### config.mk
export PLATFORM = sky130hd
export DESIGN_NAME = mrs_ram
export DESIGN_NICKNAME = d
export VERILOG_FILES = /design/src/hdl/mrs_ram.sv
export SDC_FILE = /design/constraint.sdc
export NUM_CORES = 1
export LEC_CHECK = 0
export BUFFER_PORTS_ARGS = -buffer_cell sky130_fd_sc_hd__buf_2
export CORE_MARGIN = 1
export CORE_UTILIZATION = 35
export CTS_CLUSTER_SIZE = 10
export DETAILED_ROUTE_END_ITERATION = 8
export PLACE_DENSITY = 0.59
export SETUP_SLACK_MARGIN = 0.05
export SYNTH_ARGS = -nofsm -noshare
export SYNTH_HDL_FRONTEND = slang
export SYNTH_SLANG_ARGS = --single-unit
export TNS_END_PERCENT = 1
### constraint.sdc
create_clock -name clk -period 9.7 [get_ports clk]
set_input_delay 1.94 -clock clk [delete_from_list [all_inputs] [get_ports clk]]
set_output_delay 1.94 -clock clk [all_outputs]
set_load 0.03 [all_outputs]
### src/hdl/mrs_ram.sv
// generic single write port ram with registered read
`timescale 1ns / 1ps
module mrs_ram #(
  parameter int WIDTH = 32,
  parameter int DEPTH = 16
) (
  input  logic                                  clk,
  input  logic                                  we,
  input  logic [(DEPTH > 1 ? $clog2(DEPTH) : 1)-1:0] waddr,
  input  logic [WIDTH-1:0]                      wdata,
  input  logic [(DEPTH > 1 ? $clog2(DEPTH) : 1)-1:0] raddr,
  output logic [WIDTH-1:0]                      rdata
);

  logic [WIDTH-1:0] mem [DEPTH];

  always_ff @(posedge clk) begin
    if (we) begin
      mem[waddr] <= wdata;
    end
    rdata <= mem[raddr];
  end

endmodule

==> results.sh <==
export IMPL_antenna_found_initial=4
export IMPL_drt_wl_total_um=43100
export IMPL_path_cells="buf_4, buf_4, mux4_2, a22oi_1, nand2_1"
export IMPL_leakage_nw=7.26
export IMPL_synth_avg_cell_area_um2=23.7
export IMPL_power_frac_seq_pct=53.8
export IMPL_hold_class="reg2reg"
export IMPL_drtAntennaViolNets=0
export IMPL_ys_seq_area_share_pct=80.7
export IMPL_layout_common_cells="512 x edfxtp_1, 128 x mux4_2, 71 x buf_2, 64 x a22oi_1, 60 x clkbuf_16"
export IMPL_drive_gt1_share_pct=30.7
export IMPL_setup_viol=0
export IMPL_critPathMostFrequentCell="buf_4"
export IMPL_fp_dieH_um=240
export IMPL_clk_latency_ns=0.62
export IMPL_r2r_slack_ns=8.39
export IMPL_layout_commonest_cell="edfxtp_1"
export IMPL_synth_compound_area_share_pct=2.42
export IMPL_rows=86
export IMPL_nNetsFinal=995
export IMPL_cts_buffers=60
export IMPL_cts_sinks=544
export IMPL_worstMarginPinSlew_ns=1.01
export IMPL_swShare_pct=21.1
export IMPL_postCtsSetupBuffers=0
export IMPL_fp_coreArea_um2=55500
export IMPL_cpMaxStageDelayCell="buf_4"
export IMPL_fmax_mhz=257
export IMPL_yosys_warnings=0
export IMPL_htree_num_levels=2
export IMPL_nFillCells=4886
export IMPL_regArea_um2=16000
export IMPL_cts_tree="done"
export IMPL_dr_pass1_iters=5
export IMPL_power_internal_w=0.00388
export IMPL_grt_pass1_vias=9374
export IMPL_cts_hold_buf=0
export IMPL_hold_violations=0
export IMPL_path_clk_slew_ns=0.06
export IMPL_max_slew_margin_pct=32.8
export IMPL_route_detailed_drc=0
export IMPL_max_cap_violations=0
export IMPL_combinationalPowerShare_pct=5.1
export IMPL_rsz0062_at_grt="no"
export IMPL_dr_total_vias=8955
export IMPL_arrival_ns=4.39
export IMPL_synthesis_area_um2=19900
export IMPL_syn_num_nets=880
export IMPL_synth_cells=838
export IMPL_fin_crit_ns=3.89
export IMPL_num_io_pins=74
export IMPL_power_density_nw_per_um2=214
export IMPL_start_util_pct=35.8
export IMPL_portBuffers=73
export IMPL_post_dp_cell_area_um2=21300
export IMPL_hpwl_um=20000
export IMPL_clockBufferDepth=3
export IMPL_die_w_um=240
export IMPL_synth_mux_area_fraction_pct=14.5
export IMPL_die_area_um2=57700
export IMPL_p_switching_w=0.00104
export IMPL_setup_tns_ns=0
export IMPL_max_stage_delay_ns=0.91
export IMPL_fin_worst_skew_ns=0.0156
export IMPL_postLayoutCoreUtil_pct=41.4
export IMPL_grt_ovfl_total=0
export IMPL_stdcell_count=1752
export IMPL_multi_input_area_um2=3750
export IMPL_crit_path_end_kind="flop"
export IMPL_worstPathMaxFanout=68
export IMPL_clkPwrFrac_pct=41.1
export IMPL_synthSimpleGateAreaFrac_pct=1.27
export IMPL_cts_root_buf="clkbuf_16"
export IMPL_grtUsageTotal_pct=15.3
export IMPL_synth_xor_area_share_pct=0
export IMPL_place_inst=1639
export IMPL_gp_congestion=0.679
export IMPL_grt_first_pass_wirelength_um=62500
export IMPL_grt_max_degree=69
export IMPL_routedWlPerCell_um=24.6
export IMPL_cts_resized=0
export IMPL_vias_per_cell=5.11
export IMPL_crit_required_ns=10.20
export IMPL_crit_type="in2reg"
export IMPL_design_area_um2=23000
export IMPL_ys_seq_elements=544
export IMPL_synth_top_family_by_area="multiplexers"
export IMPL_synth_adder_area_share_pct=0
export IMPL_synth_cell_type_count=18
export IMPL_maxSlewViolCount=0
export IMPL_critical_path_top_delay_family="buffers and inverters"
export IMPL_area_growth_pct=15.8
export IMPL_status="finished, final reports clean"
export IMPL_period_share_pct=40.1
export IMPL_start_kind="primary input"
export IMPL_crit_buf_inv=2
export IMPL_peakVddDrop_mv=0.140
export IMPL_initialDrtViolationCount=894
[flip-flops by register name, indices dropped and copies added (netlist names)]
signal	cells
mem	512
rdata	32
[layer usage]
layer	GRT usage, %	wire (um)	vias to the layer above
li1	-	-	3809
met1	20.8	18600	4825
met2	24.9	21300	249
met3	2.84	2350	68
met5	0	20	-
met4	4.63	871	4
[tightest hold or removal path: stages (launching register included)]
cell,delay (ns)
edfxtp_1,0.31
mux4_2,0.22
a22oi_1,0.05
nand2_1,0.05
[area by class of cell]
| class | count | share of cell area [%] |
|---|---|---|
| diodes | 1 | 0.0109 |
| clock buffers | 109 | 7.33 |
| clock inverters | 3 | 0.212 |
| multi-input cells | 251 | 16.3 |
| flip-flops and latches | 544 | 69.7 |
| well taps | 748 | 4.07 |
| repair buffers | 96 | 2.39 |
[logic make-up after synthesis]
| logic type | Yosys count |
|---|---|
| buffers and inverters | 43 |
| and+or+nand+nor | 59 |
| AOI/OAI and AO/OA | 64 |
| muxes | 128 |
| DFF | 544 |
[path summary, 6_finish.rpt]
path / cells past startpoint / start / to
worst max-delay path: 5 / raddr[1] / rdata[3]
worst min-delay path: 3 / mem[15][6] / rdata[6]
worst max register to register: 3 / mem[3][24] / rdata[24]
worst min register to register: 3 / mem[15][6] / rdata[6]
[Yosys cell counts (all sizes together)]
| cell type | count | area [um2] |
|---|---|---|
| edfxtp | 512 | 15400 |
| mux4 | 128 | 2880 |
| a22oi | 64 | 480 |
| nand2 | 33 | 124 |
| dfxtp | 32 | 641 |
| buf | 26 | 159 |
| clkbuf | 17 | 63.8 |
| nor2 | 13 | 48.8 |
| nor3 | 4 | 20.0 |
| nand2b | 2 | 12.5 |
| nand3b | 2 | 15.0 |
| nor2b | 2 | 12.5 |
| and2 | 1 | 6.26 |
| nand3 | 1 | 5.00 |
| or3b | 1 | 8.76 |
[through the flow]
stage	power (W)	hold WS [ns]	worst slack (ns)
finish	0.00492	0.666	5.81
detailed placement	0.00295	0.660	5.18
global placement	0.00295	0.651	5.15
floorplan	0.00285	0.635	4.58
CTS	0.00498	0.673	5.82
global route	0.00507	0.702	5.65
[power by group through the flow]
stage | clock [W] | sequential [W] | combinational [W]
after detailed placement | 0 | 0.00269 | 0.000258
final | 0.00202 | 0.00265 | 0.000253
after floorplan | 0 | 0.00272 | 0.000126
after CTS | 0.00207 | 0.00265 | 0.000259
after global routing | 0.00215 | 0.00265 | 0.000273
after global placement | 0 | 0.00269 | 0.000254
Note: power is estimated with default switching activity, not from simulation.
