<file path="config.mk">
export PLATFORM = sky130hd
export DESIGN_NAME = mrs_div
export DESIGN_NICKNAME = d
export VERILOG_FILES = /design/src/hdl/mrs_pkg.sv /design/src/hdl/mrs_div.sv
export SDC_FILE = /design/constraint.sdc
export NUM_CORES = 1
export LEC_CHECK = 0
export BUFFER_PORTS_ARGS = -buffer_cell sky130_fd_sc_hd__clkbuf_2
export CAP_MARGIN = 20
export CORE_UTILIZATION = 59
export DETAILED_ROUTE_END_ITERATION = 6
export GPL_ROUTABILITY_DRIVEN = 1
export PLACE_DENSITY = 0.95
export SYNTH_ARGS = -nofsm -noshare
export SYNTH_HDL_FRONTEND = slang
export SYNTH_SLANG_ARGS = --single-unit
</file>
<file path="constraint.sdc">
create_clock -name clk -period 7.25 [get_ports clk]
set_clock_uncertainty 0.2 [all_clocks]
set_input_delay 1.0875 -clock clk [delete_from_list [all_inputs] [get_ports clk]]
set_output_delay 1.0875 -clock clk [all_outputs]
set_load 0.1 [all_outputs]
</file>
<file path="src/hdl/mrs_pkg.sv">
// shared types and constants for the running statistics unit
`timescale 1ns / 1ps
package mrs_pkg;

  localparam int CHANNELS_DEF   = 16;
  localparam int WINDOW_MAX_DEF = 64;
  localparam int WINDOW_RESET   = 16;
  localparam int DIV_W          = 64;
  localparam int DVS_W          = 32;

  typedef enum logic [1:0] {
    FUNC_ADD   = 2'd0,
    FUNC_CLEAR = 2'd1,
    FUNC_QUERY = 2'd2,
    FUNC_SPARE = 2'd3
  } func_t;

  typedef enum logic [3:0] {
    S_IDLE, S_RD, S_MDIV, S_MUL, S_M2, S_WR, S_PDIV, S_SDIV,
    S_SQRT, S_WIN, S_WADR, S_WDAT, S_WDIV, S_FIN
  } state_t;

  typedef struct packed {
    logic [31:0]        count;
    logic signed [31:0] mean;
    logic [63:0]        m2;
    logic signed [31:0] minv;
    logic signed [31:0] maxv;
  } stat_rec_t;

  localparam int REC_W = $bits(stat_rec_t);

endpackage

</file>
<file path="src/hdl/mrs_div.sv">
// restoring divider, one quotient bit per cycle
`timescale 1ns / 1ps
module mrs_div (
  input  logic                     clk,
  input  logic                     rst,
  input  logic                     start,
  input  logic [mrs_pkg::DIV_W-1:0] dividend,
  input  logic [mrs_pkg::DVS_W-1:0] divisor,
  output logic [mrs_pkg::DIV_W-1:0] quotient,
  output logic                     done
);

  localparam int CW = $clog2(mrs_pkg::DIV_W + 1);

  logic [mrs_pkg::DVS_W-1:0] rem;
  logic [mrs_pkg::DVS_W-1:0] dvs;
  logic [CW-1:0]             steps;
  logic                      busy;
  logic [mrs_pkg::DVS_W:0]   trial;

  assign trial = {rem, quotient[mrs_pkg::DIV_W-1]};

  always_ff @(posedge clk) begin
    if (rst) begin
      busy  <= 1'b0;
      done  <= 1'b0;
      steps <= '0;
    end else begin
      done <= 1'b0;
      if (start) begin
        busy  <= 1'b1;
        steps <= CW'(mrs_pkg::DIV_W);
      end else if (busy) begin
        steps <= steps - 1'b1;
        if (steps == CW'(1)) begin
          busy <= 1'b0;
          done <= 1'b1;
        end
      end
    end
  end

  always_ff @(posedge clk) begin
    if (start) begin
      rem      <= '0;
      quotient <= dividend;
      dvs      <= divisor;
    end else if (busy) begin
      if (trial >= {1'b0, dvs}) begin
        rem      <= mrs_pkg::DVS_W'(trial - {1'b0, dvs});
        quotient <= {quotient[mrs_pkg::DIV_W-2:0], 1'b1};
      end else begin
        rem      <= trial[mrs_pkg::DVS_W-1:0];
        quotient <= {quotient[mrs_pkg::DIV_W-2:0], 1'b0};
      end
    end
  end

endmodule

</file>
==> flow_results.xml <==
<?xml version="1.0" encoding="UTF-8"?>
<metrics>
  <group name="floorplanning">
    <metric name="die_height" unit="um">113</metric>
    <metric name="floorplan.die_area" unit="um2">12800</metric>
    <metric name="core_area" unit="um2">12000</metric>
    <metric name="pin_count" unit="">164</metric>
    <metric name="dieWidth" unit="um">113</metric>
    <metric name="floorplan.initialDensity" unit="">0.606</metric>
    <metric name="rows" unit="">40</metric>
  </group>
  <group name="global_route">
    <metric name="antenna_violations_before_repair" unit="">0</metric>
    <metric name="grt_pass1_wl" unit="um">27800</metric>
    <metric name="grt-ovfl-total" unit="">0</metric>
    <metric name="grt_max_degree" unit="">65</metric>
    <metric name="gr-usage-all-layers" unit="">0.287</metric>
    <metric name="grt_pass1_vias" unit="">5717</metric>
  </group>
  <group name="setup_path">
    <metric name="worstSetupPathType" unit="">reg -&gt; reg</metric>
    <metric name="crit_required" unit="ns">7.37</metric>
    <metric name="critPathArrivalTime" unit="ns">3.87</metric>
    <metric name="worst-path-max-fanout" unit="">5</metric>
    <metric name="start_kind" unit="">register</metric>
    <metric name="cp-end-kind" unit="">register</metric>
  </group>
  <group name="cts">
    <metric name="clock_insertion_delay_worst_skew" unit="ns">0.43</metric>
    <metric name="tritoncts" unit="">done</metric>
    <metric name="cts.repair_timing.setup_buffer_count" unit="">0</metric>
    <metric name="root_buffer" unit="">sky130_fd_sc_hd__clkbuf_16</metric>
    <metric name="worst_setup_hold_path_clk_slew" unit="ns">0.06</metric>
    <metric name="cts_made_buffers" unit="">17</metric>
    <metric name="clockBufferDepth" unit="">2</metric>
    <metric name="post_cts_resized" unit="">0</metric>
    <metric name="clock_sinks" unit="">137</metric>
    <metric name="post_cts_hold_buffers" unit="">0</metric>
    <metric name="h-tree-depth" unit="">4</metric>
  </group>
  <group name="power_and_ir_drop">
    <metric name="power_leakage" unit="nW">3.84</metric>
    <metric name="cell_internal_pwr" unit="W">0.00159</metric>
    <metric name="pwr-share-clk" unit="">0.350</metric>
    <metric name="seq_power_share" unit="">0.391</metric>
    <metric name="comb_power_share" unit="">0.259</metric>
    <metric name="max-vdd-ir-drop" unit="mV">0.244</metric>
    <metric name="p_switching" unit="W">0.000858</metric>
    <metric name="power_per_cell_area" unit="nW/um2">279</metric>
    <metric name="power_switching_share" unit="">0.350</metric>
  </group>
  <group name="place">
    <metric name="place_congestion" unit="">0.857</metric>
    <metric name="place.detailed.hpwl" unit="um">12300</metric>
    <metric name="place_worst_setup_slack" unit="ns">3.65</metric>
    <metric name="port-buffer-count" unit="">163</metric>
  </group>
  <group name="sta">
    <metric name="finalWorstPathRequiredPeriod" unit="ns">3.75</metric>
    <metric name="unrepaired_setup_endpoints_after_global_routing" unit="">no</metric>
    <metric name="worst_pin_slew" unit="ns">0.849</metric>
    <metric name="finalWorstSetupSlack" unit="ns">3.50</metric>
    <metric name="period_share" unit="">0.518</metric>
    <metric name="setup-tns-final" unit="ns">0</metric>
    <metric name="report.final.hold_viol_count" unit="">0</metric>
    <metric name="slew_headroom" unit="">0.432</metric>
    <metric name="timing.fmax" unit="GHz">0.267</metric>
    <metric name="timing.final.setup_violations" unit="">0</metric>
    <metric name="timing_max_transition_violations_final" unit="">0</metric>
  </group>
  <group name="synth">
    <metric name="net_count_synth" unit="">778</metric>
    <metric name="synth_warnings" unit="">0</metric>
    <metric name="syn-cell-area" unit="um2">7280</metric>
    <metric name="synth.avg_cell_area" unit="um2">11.3</metric>
    <metric name="synthCells" unit="">644</metric>
    <metric name="yosys.cell_types.count" unit="">65</metric>
    <metric name="yosys_register_bits" unit="">137</metric>
    <metric name="share_of_synthesized_registers_carrying_an_async_set_or_reset" unit="">0</metric>
    <metric name="ys_seq_area_frac" unit="">0.509</metric>
    <metric name="dominantRegCellSynth" unit="">sky130_fd_sc_hd__edfxtp_1</metric>
    <metric name="synth-edff-count" unit="">96</metric>
  </group>
  <group name="status">
    <metric name="status" unit="">finished, final reports clean</metric>
  </group>
  <group name="detailed_routing">
    <metric name="drc" unit="">0</metric>
    <metric name="detail_route.iter0.violations" unit="">390</metric>
    <metric name="totalWireLength" unit="um">17700</metric>
    <metric name="detailed_route_vias_per_instance" unit="">5.93</metric>
    <metric name="wl_per_cell" unit="um">18.4</metric>
    <metric name="postRouteAntennaNets" unit="">0</metric>
    <metric name="detailroute.via_count" unit="">5711</metric>
    <metric name="detailedRoute.firstPassIterationCount" unit="">5</metric>
  </group>
  <group name="cells_and_area">
    <metric name="layout-drive-gt1-share" unit="">0.342</metric>
    <metric name="layout.nets" unit="">937</metric>
    <metric name="final.fill_count" unit="">772</metric>
    <metric name="final_core_utilization" unit="">0.729</metric>
    <metric name="final_cell_mix" unit="">162 x sky130_fd_sc_hd__clkbuf_2, 96 x sky130_fd_sc_hd__edfxtp_1, 63 x sky130_fd_sc_hd__mux2_2</metric>
    <metric name="most_common_cell_after_layout_fill_and_taps_aside" unit="">sky130_fd_sc_hd__clkbuf_2</metric>
    <metric name="antenna_cells_inserted" unit="">0</metric>
    <metric name="areaGrowthSynthToFinish" unit="%">20.4</metric>
  </group>
  <group name="run">
    <metric name="cap_violations" unit="">0</metric>
  </group>
  <group name="hold_path">
    <metric name="holdCritPathClass" unit="">reg -&gt; reg</metric>
  </group>
</metrics>
==> per-stage QoR <==
step           hold WS, ns  power (W)  area [um2]  instances
2_1_floorplan        0.249    0.00147        7280        644
3_5_place_dp         0.273    0.00159        8180        931
4_1_cts              0.282    0.00245        8760        963
3_3_place_gp         0.264    0.00158        8180        931
5_1_grt              0.303    0.00252        8760        963
6_report             0.280    0.00245        8760        963
==> logic make-up (layout without fill, tap and decap cells) <==
kind of cell	after synthesis	in the layout	share of synthesized area
AOI/OAI and AO/OA	141	141	0.141
buffers and inverters	73	245	0.0423
DFF	137	137	0.509
muxes	73	73	0.111
and+or+nand+nor	156	156	0.100
adders and majority gates	35	35	0.0612
xor gates and xnor gates	29	29	0.0349
==> final timing paths <==
check	start	endpoint	slack [ns]	cells after the start
hold reg to reg	rem[20]	rem[20]	0.28	2
setup / recovery	quotient[63]	rem[28]	3.50	12
setup reg to reg	quotient[63]	rem[28]	3.50	12
hold / removal	rem[20]	rem[20]	0.28	2
==> power groups by stage <==
| stage | Sequential (W) | Combinational [W] | Clock (W) |
|---|---|---|---|
| global placement | 0.000969 | 0.000611 | 0 |
| floorplan | 0.00124 | 0.000232 | 0 |
| global route | 0.000964 | 0.000666 | 0.000889 |
| CTS | 0.000957 | 0.000630 | 0.000863 |
| detailed placement | 0.000970 | 0.000624 | 0 |
| finish | 0.000957 | 0.000635 | 0.000857 |
==> synth_stat cells (3+ instances only) <==
cell type	instances	area, um2
sky130_fd_sc_hd__a211oi_1	18	135
sky130_fd_sc_hd__a211oi_2	9	113
sky130_fd_sc_hd__a21o_1	12	90.1
sky130_fd_sc_hd__a21oi_1	32	160
sky130_fd_sc_hd__a22o_1	5	43.8
sky130_fd_sc_hd__a31oi_1	8	50.1
sky130_fd_sc_hd__a32oi_1	4	35.0
sky130_fd_sc_hd__and2_1	6	37.5
sky130_fd_sc_hd__and3_1	4	25.0
sky130_fd_sc_hd__buf_2	3	15.0
sky130_fd_sc_hd__buf_6	3	33.8
sky130_fd_sc_hd__clkbuf_1	20	75.1
sky130_fd_sc_hd__dfxtp_1	41	821
sky130_fd_sc_hd__edfxtp_1	96	2880
sky130_fd_sc_hd__ha_1	34	425
sky130_fd_sc_hd__inv_1	43	161
sky130_fd_sc_hd__mux2_2	63	709
sky130_fd_sc_hd__mux2i_1	10	100
sky130_fd_sc_hd__nand2_1	37	139
sky130_fd_sc_hd__nand2b_1	5	31.3
sky130_fd_sc_hd__nand3_1	11	55.1
sky130_fd_sc_hd__nand4_1	4	25.0
sky130_fd_sc_hd__nor2_1	56	210
sky130_fd_sc_hd__nor2b_1	5	31.3
sky130_fd_sc_hd__nor3_1	12	60.1
sky130_fd_sc_hd__nor4_1	3	18.8
sky130_fd_sc_hd__o21ai_0	20	100
sky130_fd_sc_hd__o21bai_1	3	22.5
sky130_fd_sc_hd__o31ai_1	5	37.5
sky130_fd_sc_hd__or2_2	3	18.8
sky130_fd_sc_hd__xnor2_1	19	166
sky130_fd_sc_hd__xor2_1	10	87.6
==> layout make-up <==
class | count | area [um2] | area share
multi-input combinational | 434 | 3270 | 0.373
timing repair buffer | 169 | 863 | 0.0985
sequential | 137 | 3700 | 0.423
clock buffer | 18 | 429 | 0.0490
inverter | 44 | 165 | 0.0188
clock inverter | 14 | 149 | 0.0170
tap | 147 | 184 | 0.0210
==> layer usage <==
| metal | vias to the layer above | share of wire | GRT usage |
|---|---|---|---|
| li1 | 2704 | - | - |
| met2 | 268 | 0.48 | 0.475 |
| met3 | 40 | 0.088 | 0.105 |
| met1 | 2699 | 0.39 | 0.331 |
| met4 | 0 | 0.032 | 0.135 |
| met5 | - | 0 | 0 |
==> state kept, by name, summed over array words and instances, names as in the netlist <==
register	cells
rem	32
dvs	32
busy	1
quotient	64
steps	7
done	1
==> worst max-delay path, cell delays in order (launching register included) <==
cell and delay, ns:
sky130_fd_sc_hd__edfxtp_1 0.38, sky130_fd_sc_hd__inv_1 0.07, sky130_fd_sc_hd__ha_1 0.22, sky130_fd_sc_hd__fa_1 0.40
sky130_fd_sc_hd__nor2b_1 0.24, sky130_fd_sc_hd__o2111a_1 0.22, sky130_fd_sc_hd__o31ai_1 0.09, sky130_fd_sc_hd__o21ai_0 0.55
sky130_fd_sc_hd__a211oi_1 0.30, sky130_fd_sc_hd__o311ai_0 0.60, sky130_fd_sc_hd__a211oi_1 0.14, sky130_fd_sc_hd__a31oi_1 0.16
sky130_fd_sc_hd__nand2_1 0.07
Power figures use the tool's default switching activity.
